$ cat config.mk
export PLATFORM = sky130hd
export DESIGN_NAME = mmtm_ctrl_flat
export DESIGN_NICKNAME = d
export VERILOG_FILES = /design/src/hdl/mmtm_pkg.sv /design/src/hdl/mmtm_if.sv /design/src/hdl/mmtm_ctrl.sv /design/src/flat_wrapper.sv
export SDC_FILE = /design/constraint.sdc
export NUM_CORES = 1
export LEC_CHECK = 0
export ABC_CLOCK_PERIOD_IN_PS = 6790
export BUFFER_PORTS_ARGS = -buffer_cell sky130_fd_sc_hd__buf_4
export CORE_ASPECT_RATIO = 2
export CORE_MARGIN = 2
export CORE_UTILIZATION = 30
export CTS_BUF_LIST = sky130_fd_sc_hd__clkbuf_4 sky130_fd_sc_hd__clkbuf_8
export CTS_CLUSTER_SIZE = 28
export DETAILED_ROUTE_END_ITERATION = 10
export SLEW_MARGIN = 20
export SYNTH_ARGS = -nofsm -noshare
export SYNTH_HDL_FRONTEND = slang
export SYNTH_SLANG_ARGS = --single-unit
$ cat constraint.sdc
create_clock -name clock -period 6.79 [get_ports clock]
set_clock_uncertainty 0.2 [all_clocks]
set_input_delay 1.0185 -clock clock [delete_from_list [all_inputs] [get_ports clock]]
set_output_delay 1.0185 -clock clock [all_outputs]
set_load 0.005 [all_outputs]
$ cat src/hdl/mmtm_pkg.sv
// Shared types and constants for the transposing matrix multiply block.
// Used by the channel interfaces, the controller, the datapath and the top level.
`timescale 1ns / 1ps

package mmtm_pkg;

   // sizing
   localparam int MAX_DIM     = 8;
   localparam int FRAC_BITS   = 16;
   localparam int STORE_DEPTH = MAX_DIM * MAX_DIM;
   localparam int ADDR_W      = $clog2(STORE_DEPTH);
   localparam int DIM_W       = $clog2(MAX_DIM + 1);
   localparam int CNT_W       = (MAX_DIM > 1) ? $clog2(MAX_DIM) : 1;

   // field widths fixed by the interface
   localparam int OP_W       = 2;
   localparam int IDX_W      = 6;
   localparam int ELEM_W     = 32;
   localparam int COORD_W    = 3;
   localparam int DIMREG_W   = 4;
   localparam int MODE_W     = 2;
   localparam int CSR_IDX_W  = 3;
   localparam int CSR_DATA_W = 4;

   // arithmetic widths
   localparam int PROD_W = 2 * ELEM_W;
   localparam int ACC_W  = PROD_W + $clog2(MAX_DIM) + 2;

   // opcodes
   localparam logic [OP_W-1:0] OP_LOAD_LEFT  = 2'd0;
   localparam logic [OP_W-1:0] OP_LOAD_RIGHT = 2'd1;
   localparam logic [OP_W-1:0] OP_COMPUTE    = 2'd2;

   // register indexes
   localparam logic [CSR_IDX_W-1:0] CSR_LEFT_ROWS  = 3'd0;
   localparam logic [CSR_IDX_W-1:0] CSR_LEFT_COLS  = 3'd1;
   localparam logic [CSR_IDX_W-1:0] CSR_RIGHT_ROWS = 3'd2;
   localparam logic [CSR_IDX_W-1:0] CSR_RIGHT_COLS = 3'd3;
   localparam logic [CSR_IDX_W-1:0] CSR_MODE       = 3'd4;

   // command from controller to datapath
   typedef struct packed {
      logic              wr_left;
      logic              wr_right;
      logic [ADDR_W-1:0] wr_addr;
      logic              rd_en;
      logic [ADDR_W-1:0] left_addr;
      logic [ADDR_W-1:0] right_addr;
      logic              first;
      logic              last;
      logic [COORD_W-1:0] row;
      logic [COORD_W-1:0] col;
      logic              last_elem;
      logic              err_load;
   } mmtm_cmd_type;

   // status from datapath to controller
   typedef struct packed {
      logic pipe_busy;
      logic out_free;
   } mmtm_stat_type;

endpackage

$ cat src/hdl/mmtm_if.sv
// Valid/ready channel interfaces for request items and result items.
// Depends on mmtm_pkg for the field widths.
`timescale 1ns / 1ps

interface mmtm_req_if import mmtm_pkg::*; ();
   logic                     valid;
   logic                     ready;
   logic [OP_W-1:0]          opcode;
   logic [IDX_W-1:0]         element_index;
   logic signed [ELEM_W-1:0] element_value;

   modport source (output valid, output opcode, output element_index,
                   output element_value, input ready);
   modport sink   (input valid, input opcode, input element_index,
                   input element_value, output ready);
endinterface


$ cat src/hdl/mmtm_ctrl.sv
// Controller: configuration registers, request acceptance and the sequencer that
// walks rows, columns and inner terms of the product. Uses mmtm_pkg.
`timescale 1ns / 1ps

module mmtm_ctrl import mmtm_pkg::*; (
   input  logic                  clock,
   input  logic                  reset,
   input  logic                  csr_we,
   input  logic [CSR_IDX_W-1:0]  csr_index,
   input  logic [CSR_DATA_W-1:0] csr_wdata,
   mmtm_req_if.sink              req_chan,
   input  mmtm_stat_type         stat,
   output mmtm_cmd_type          cmd
);

   localparam logic [1:0] ST_IDLE  = 2'd0;
   localparam logic [1:0] ST_START = 2'd1;
   localparam logic [1:0] ST_MAC   = 2'd2;
   localparam logic [1:0] ST_ERR   = 2'd3;

   logic [1:0]          state_ff, state_in;
   logic [CNT_W-1:0]    i_ff, i_in, j_ff, j_in, k_ff, k_in;

   logic [DIMREG_W-1:0] left_rows_ff, left_cols_ff, right_rows_ff, right_cols_ff;
   logic [MODE_W-1:0]   mode_ff;

   logic [DIM_W-1:0] lr, lc, rr, rc;
   logic [DIM_W-1:0] er_l, ec_l, er_r, ec_r;
   logic             tl, tr;
   logic             accept, gate;
   logic             k_last, j_last, i_last;

   // clamp a stored dimension into 1 .. MAX_DIM
   function automatic logic [DIM_W-1:0] eff_dim(input logic [DIMREG_W-1:0] v);
      logic [DIM_W-1:0] r;
      if (v == '0) begin
         r = DIM_W'(1);
      end else if (32'(v) > MAX_DIM) begin
         r = DIM_W'(MAX_DIM);
      end else begin
         r = DIM_W'(v);
      end
      return r;
   endfunction

   // configuration registers
   always_ff @(posedge clock) begin
      if (reset) begin
         left_rows_ff  <= DIMREG_W'(1);
         left_cols_ff  <= DIMREG_W'(1);
         right_rows_ff <= DIMREG_W'(1);
         right_cols_ff <= DIMREG_W'(1);
         mode_ff       <= '0;
      end else if (csr_we) begin
         unique case (csr_index)
            CSR_LEFT_ROWS:  left_rows_ff  <= csr_wdata;
            CSR_LEFT_COLS:  left_cols_ff  <= csr_wdata;
            CSR_RIGHT_ROWS: right_rows_ff <= csr_wdata;
            CSR_RIGHT_COLS: right_cols_ff <= csr_wdata;
            CSR_MODE:       mode_ff       <= csr_wdata[MODE_W-1:0];
            default: ;
         endcase
      end
   end

   // effective shapes after transposition
   always_comb begin
      lr   = eff_dim(left_rows_ff);
      lc   = eff_dim(left_cols_ff);
      rr   = eff_dim(right_rows_ff);
      rc   = eff_dim(right_cols_ff);
      tr   = mode_ff[0];
      tl   = mode_ff[1];
      er_l = tl ? lc : lr;
      ec_l = tl ? lr : lc;
      er_r = tr ? rc : rr;
      ec_r = tr ? rr : rc;
   end

   assign req_chan.ready = (state_ff == ST_IDLE);
   assign accept         = req_chan.valid & req_chan.ready;
   // a new element or error result may start once the pipe is empty and the
   // output register will be free
   assign gate           = ~stat.pipe_busy & stat.out_free;

   assign k_last = (DIM_W'(k_ff) + DIM_W'(1)) == ec_l;
   assign j_last = (DIM_W'(j_ff) + DIM_W'(1)) == ec_r;
   assign i_last = (DIM_W'(i_ff) + DIM_W'(1)) == er_l;

   // sequencer and command generation
   always_comb begin
      state_in = state_ff;
      i_in     = i_ff;
      j_in     = j_ff;
      k_in     = k_ff;

      cmd            = '0;
      cmd.wr_addr    = ADDR_W'(req_chan.element_index);
      cmd.left_addr  = tl ? ADDR_W'(ADDR_W'(k_ff) * ADDR_W'(lc) + ADDR_W'(i_ff))
                          : ADDR_W'(ADDR_W'(i_ff) * ADDR_W'(lc) + ADDR_W'(k_ff));
      cmd.right_addr = tr ? ADDR_W'(ADDR_W'(j_ff) * ADDR_W'(rc) + ADDR_W'(k_ff))
                          : ADDR_W'(ADDR_W'(k_ff) * ADDR_W'(rc) + ADDR_W'(j_ff));
      cmd.first      = (k_ff == '0);
      cmd.last       = k_last;
      cmd.row        = COORD_W'(i_ff);
      cmd.col        = COORD_W'(j_ff);
      cmd.last_elem  = i_last & j_last;

      unique case (state_ff)
         ST_IDLE: begin
            if (accept) begin
               case (req_chan.opcode)
                  OP_LOAD_LEFT: begin
                     cmd.wr_left = (32'(req_chan.element_index) < STORE_DEPTH);
                  end
                  OP_LOAD_RIGHT: begin
                     cmd.wr_right = (32'(req_chan.element_index) < STORE_DEPTH);
                  end
                  OP_COMPUTE: begin
                     i_in = '0;
                     j_in = '0;
                     k_in = '0;
                     state_in = (ec_l != er_r) ? ST_ERR : ST_START;
                  end
                  default: ;
               endcase
            end
         end
         ST_ERR: begin
            if (gate) begin
               cmd.err_load = 1'b1;
               state_in     = ST_IDLE;
            end
         end
         ST_START: begin
            if (gate) begin
               k_in     = '0;
               state_in = ST_MAC;
            end
         end
         ST_MAC: begin
            cmd.rd_en = 1'b1;
            if (k_last) begin
               k_in = '0;
               if (j_last) begin
                  j_in = '0;
                  if (i_last) begin
                     state_in = ST_IDLE;
                  end else begin
                     i_in     = i_ff + CNT_W'(1);
                     state_in = ST_START;
                  end
               end else begin
                  j_in     = j_ff + CNT_W'(1);
                  state_in = ST_START;
               end
            end else begin
               k_in = k_ff + CNT_W'(1);
            end
         end
         default: begin
            state_in = ST_IDLE;
         end
      endcase
   end

   // state and counters
   always_ff @(posedge clock) begin
      if (reset) begin
         state_ff <= ST_IDLE;
         i_ff     <= '0;
         j_ff     <= '0;
         k_ff     <= '0;
      end else begin
         state_ff <= state_in;
         i_ff     <= i_in;
         j_ff     <= j_in;
         k_ff     <= k_in;
      end
   end

endmodule

$ cat src/flat_wrapper.sv
// flat-port wrapper written by rule: the top's interface ports become plain ports
module mmtm_ctrl_flat import mmtm_pkg::*;
  (clock, reset, csr_we, csr_index, csr_wdata, stat, cmd, req_chan_valid, req_chan_opcode, req_chan_element_index, req_chan_element_value, req_chan_ready);
  mmtm_req_if req_chan_i ();
  input  logic clock;
  input  logic reset;
  input  logic csr_we;
  input  logic [CSR_IDX_W-1:0] csr_index;
  input  logic [CSR_DATA_W-1:0] csr_wdata;
  input  mmtm_stat_type stat;
  output mmtm_cmd_type cmd;
  input wire logic [$bits(req_chan_i.valid)-1:0] req_chan_valid;
  input wire logic [$bits(req_chan_i.opcode)-1:0] req_chan_opcode;
  input wire logic [$bits(req_chan_i.element_index)-1:0] req_chan_element_index;
  input wire logic [$bits(req_chan_i.element_value)-1:0] req_chan_element_value;
  output wire logic [$bits(req_chan_i.ready)-1:0] req_chan_ready;
  assign req_chan_i.valid = req_chan_valid;
  assign req_chan_i.opcode = req_chan_opcode;
  assign req_chan_i.element_index = req_chan_element_index;
  assign req_chan_i.element_value = req_chan_element_value;
  assign req_chan_ready = req_chan_i.ready;
  mmtm_ctrl u_core (.clock(clock), .reset(reset), .csr_we(csr_we), .csr_index(csr_index), .csr_wdata(csr_wdata), .req_chan(req_chan_i), .stat(stat), .cmd(cmd));
endmodule
Yosys cells after proc, flatten, opt, wreduce, memory -nomap -nowiden --
Index checks and enable logic that the tools add are counted. W data, S select, Z words.
Word-level totals: register bits after elaboration 29, input port bits 53, output and inout port bits 32, word-level logic and storage cells 112
Operators by class: add/sub/neg operators 10, multiply operators 4, magnitude comparators 4, equal/unequal tests 20, mux-type cells 42, bitwise logic cells 4, reductions and logical operators 19
Operators with widths (number):
- $mux W4 | 12
- $mux W3 | 9
- $add A6 B3 Y6 | 4
- $mul A3 B4 Y6 | 4
- $gt A4 B4 Y1 const B | 4
- $logic_not A4 Y1 | 4
- $mux W2 | 8
- $add A3 B1 Y4 const B | 3
- $eq A4 B4 Y1 | 3
- $mux W6 | 2
- $pmux W3 S2 | 2
- $reduce_and A2 Y1 | 5
- $add A3 B1 Y3 const B | 3
- $pmux W3 S3 | 1
- $ne A2 B1 Y1 const B | 4
- $pmux W2 S4 | 1
- $reduce_and A4 Y1 | 2
- $mux W1 | 7
- $eq A2 B2 Y1 const B | 3
- $eq A3 B2 Y1 const B | 2
- $logic_not A3 Y1 | 2
- $ne A2 B2 Y1 const B | 3
- $reduce_and A6 Y1 | 1
- $reduce_and A5 Y1 | 1
- 9 further kinds | 13

Depth between registers and ports, before layout --
depth after elaboration 9, mapped depth 15

Least setup slack after synthesis --
No wires, ideal clock.
path type register -> output, start reg u_core.right_cols_ff[3], end out cmd[15] in the netlist's numbering, data arrival time 3.014 ns, path slack 2.558 ns, cell stages (with the launch flop) 14, path through dfxtp_1 -> clkbuf_1 -> nor2b_1 -> nand2_1 -> fa_1 -> inv_1 -> fa_1 -> inv_1 -> fa_1 -> inv_1 -> a21o_1 -> a21oi_1 -> xnor2_1 -> a21oi_1
RTL lines:
- from (decl) | RTL line mmtm_ctrl.sv:24 | logic [DIMREG_W-1:0] left_rows_ff, left_cols_ff, right_rows_ff, right_cols_ff;
- from (signal assigned) | RTL line mmtm_ctrl.sv:59 | CSR_RIGHT_COLS: right_cols_ff <= csr_wdata;
- to (decl) | RTL line flat_wrapper.sv:11 | output mmtm_cmd_type cmd;

==> reports/summary.txt <==
Seq/Total Area, Yosys - 16.8%
Reg2Reg Depth - 7
Synth unique cells - 47
Routed WL - 8.05 mm
Hold Buf Count CTS - 0
Clk sink count - 29
Via/cell ratio - 4.95
Pwr Density - 108 nW/um^2
CP Cell Sequence - o21bai_1, and2_1, nand2_1, fa_1, inv_1, fa_1, inv_1, fa_1, inv_1, a21o_1, a21oi_1, xnor2_1, nand2_1, o21ai_0, buf_4
Clk Latency, worst-skew pair - 0.28 ns
Syn Inst Count - 420
Initial antenna violation count - 0
Gpl congestion - 0.844
Crit path arrival time - 3.89 ns
EDFF count, synth - 0
Most frequent cells in the layout - ha_1 (43), buf_4 (42), inv_1 (41)
Critical path launch point - u_core.left_cols_ff[1]
Critical Path Source Type - register
Clock-pin slew on the worst setup and hold paths - 0.06 ns
Crit path max fanout - 7
Share of cells above drive strength 1 - 13.4%
Final HPWL from detailed placement - 6.57 mm
Post-route ant nets - 0
Total gr overflow - 0
I/O pins - 85
Layout Nets - 552
R2R setup slack - 3.62 ns
Starting density of the core - 30.7%
1st-iter DRT viols - 66
Largest net degree at the start of global routing - 33
Die Y - 156 um
Combinational power share - 20.1%
Mapped Avg Cell Area - 8.24 um^2
Area growth, synth to finish - 12.4%
Final worst-path cycle share - 75.3%
Slowest cell on crit path - fa_1
Post-CTS sizing - 0
Switching share of power - 29.0%
Overall power - 420 uW
Syn Nets - 532
Port Buffer Count - 40
Syn Std Cell Area - 3460 um^2
P_leak - 1.90 nW
Die area - 12,500 um^2
Most common cell after layout, fill and taps aside - ha_1
Slew Viols, Final - 0
Max-cap violations - 0
Die X - 79.9 um
Core Area - 11,300 um^2
Pre-antenna DRT Iters - 4
Site row count - 55
Worst path top cell family by delay - adder cells
Worst slack, placed - 1.96 ns
FF+latch count, synth - 29
CTS tree - built
Critical path's largest stage delay - 0.56 ns
Tmin final - 5.11 ns
Final setup margin - 1.68 ns
Slew @ Worst Pin - 1.08 ns
Setup bufs post-CTS - 0
Post-Route Setup TNS - 0 ns
Crit. End Element - primary output
Status - completed
Clock network fraction of total power - 35.5%
Cell count along the critical path - 15
Clk buf depth - 2
Switching power - 122 uW
Final hold vios - 0
Critical setup path kind - reg -> out
Total GRT Usage - 13.6%
Antenna diode count - 0
Endpoints failing setup - 0
CP endpoint - cmd[21]
Sequential power share - 44.4%
Slew margin rel. - 26.7%
Cell internal pwr - 298 uW
RSZ-0062 raised after global routing - no
H-tree levels - 2
VDD IR-drop max - 0.108 mV
DR WL/cell - 13.8 um
Worst R2R Start - u_core.mode_ff[1]
First-pass GRT wire length - 13.4 mm
Hold/Removal Path Class - reg -> reg
FFs w/ async S/R, synth - 0%
RR Endpoint - u_core.i_ff[2]
Vias - 2,888
DR DRC count - 0
YS warnings - 0
CP bufs+invs - 4
Top FF cell, synth - dfxtp_1
Num CTS Buffers - 5
Worst Path Required - 5.57 ns
Achievable Freq - 0.196 GHz
Via count of the first global-routing pass - 2,906
Root buffer cell - clkbuf_8
## synth_stat cells, types with 3 or more instances
cell | number | area, um^2
nor2b_1 | 12 | 75.1
inv_1 | 41 | 154
a21oi_1 | 26 | 130
xnor2_1 | 29 | 254
fa_1 | 16 | 320
mux2i_1 | 21 | 210
buf_4 | 9 | 67.6
ha_1 | 43 | 538
o31ai_1 | 3 | 22.5
a21o_1 | 9 | 67.6
and3_1 | 4 | 25.0
dfxtp_1 | 29 | 581
and4b_1 | 3 | 30.0
xor2_1 | 9 | 78.8
nor3b_1 | 4 | 30.0
clkbuf_1 | 15 | 56.3
nand4b_1 | 3 | 26.3
a211o_1 | 4 | 35.0
nor2_1 | 33 | 124
o21bai_1 | 4 | 30.0
buf_2 | 4 | 20.0
and2_1 | 15 | 93.8
nand3_1 | 5 | 25.0
nand2b_1 | 3 | 18.8
nand2_1 | 38 | 143
o21ai_0 | 7 | 35.0
mux2_2 | 4 | 45.0
## worst min path at each step
stage,depth (start not counted),slack [ns],end,from
floorplan,1,0.23,u_core.right_cols_ff[0],u_core.right_cols_ff[0]
finish,1,0.26,u_core.right_cols_ff[0],u_core.right_cols_ff[0]
detailed placement,1,0.25,u_core.right_cols_ff[0],u_core.right_cols_ff[0]
global route,1,0.28,u_core.right_cols_ff[0],u_core.right_cols_ff[0]
CTS,1,0.26,u_core.right_cols_ff[0],u_core.right_cols_ff[0]
global placement,1,0.24,u_core.right_cols_ff[0],u_core.right_cols_ff[0]
## power groups by stage
| stage | registers, mW | clock network [mW] | logic [mW] |
|---|---|---|---|
| floorplan | 0.182 | 0 | 0.0615 |
| global placement | 0.190 | 0 | 0.0822 |
| detailed placement | 0.190 | 0 | 0.0836 |
| CTS | 0.186 | 0.152 | 0.0843 |
| global route | 0.188 | 0.159 | 0.0922 |
| finish | 0.186 | 0.149 | 0.0844 |
## stage by stage
step                      hold WS [ns]  util, %  cell area [um^2]  std cells
final                            0.262     34.5              3890        583
after global routing             0.276     34.5              3890        583
after CTS                        0.265     34.5              3890        583
after detailed placement         0.251     33.6              3800        575
after global placement           0.241     33.6              3800        575
after floorplan                  0.229        -              3460        420
## cells by family after synthesis
| family | Yosys count | share of synthesized area [%] |
|---|---|---|
| and+or+nand+nor | 133 | 19.7 |
| buffers and inverters | 71 | 9.04 |
| AOI/OAI and AO/OA | 65 | 12.6 |
| adders and majority gates | 59 | 24.8 |
| xor gates and xnor gates | 38 | 9.62 |
| DFF | 29 | 16.8 |
| muxes | 25 | 7.38 |
## state kept, by name (all words and copies together) (netlist names)
signal                cells
u_core.i_ff               3
u_core.left_cols_ff       4
u_core.state_ff           2
u_core.mode_ff            2
u_core.j_ff               3
u_core.k_ff               3
u_core.right_rows_ff      4
u_core.left_rows_ff       4
u_core.right_cols_ff      4
## cell type report
class	count	area [um^2]
fillers	1223	7400
inverters	42	158
multi-input cells	320	2570
clock buffers	8	91.3
flip-flops and latches	29	581
well taps	142	178
repair buffers	42	315
## metal layers
layer	share of wire (%)	wire (um)	vias to the layer above	global-route usage, %
met2	57	4580	48	26.0
met3	1.8	142	19	1.10
met1	38	3060	1374	14.3
met5	0	0	-	0
li1	-	-	1447	-
met4	3.2	260	0	6.38
(Power assumes the default switching activity.)
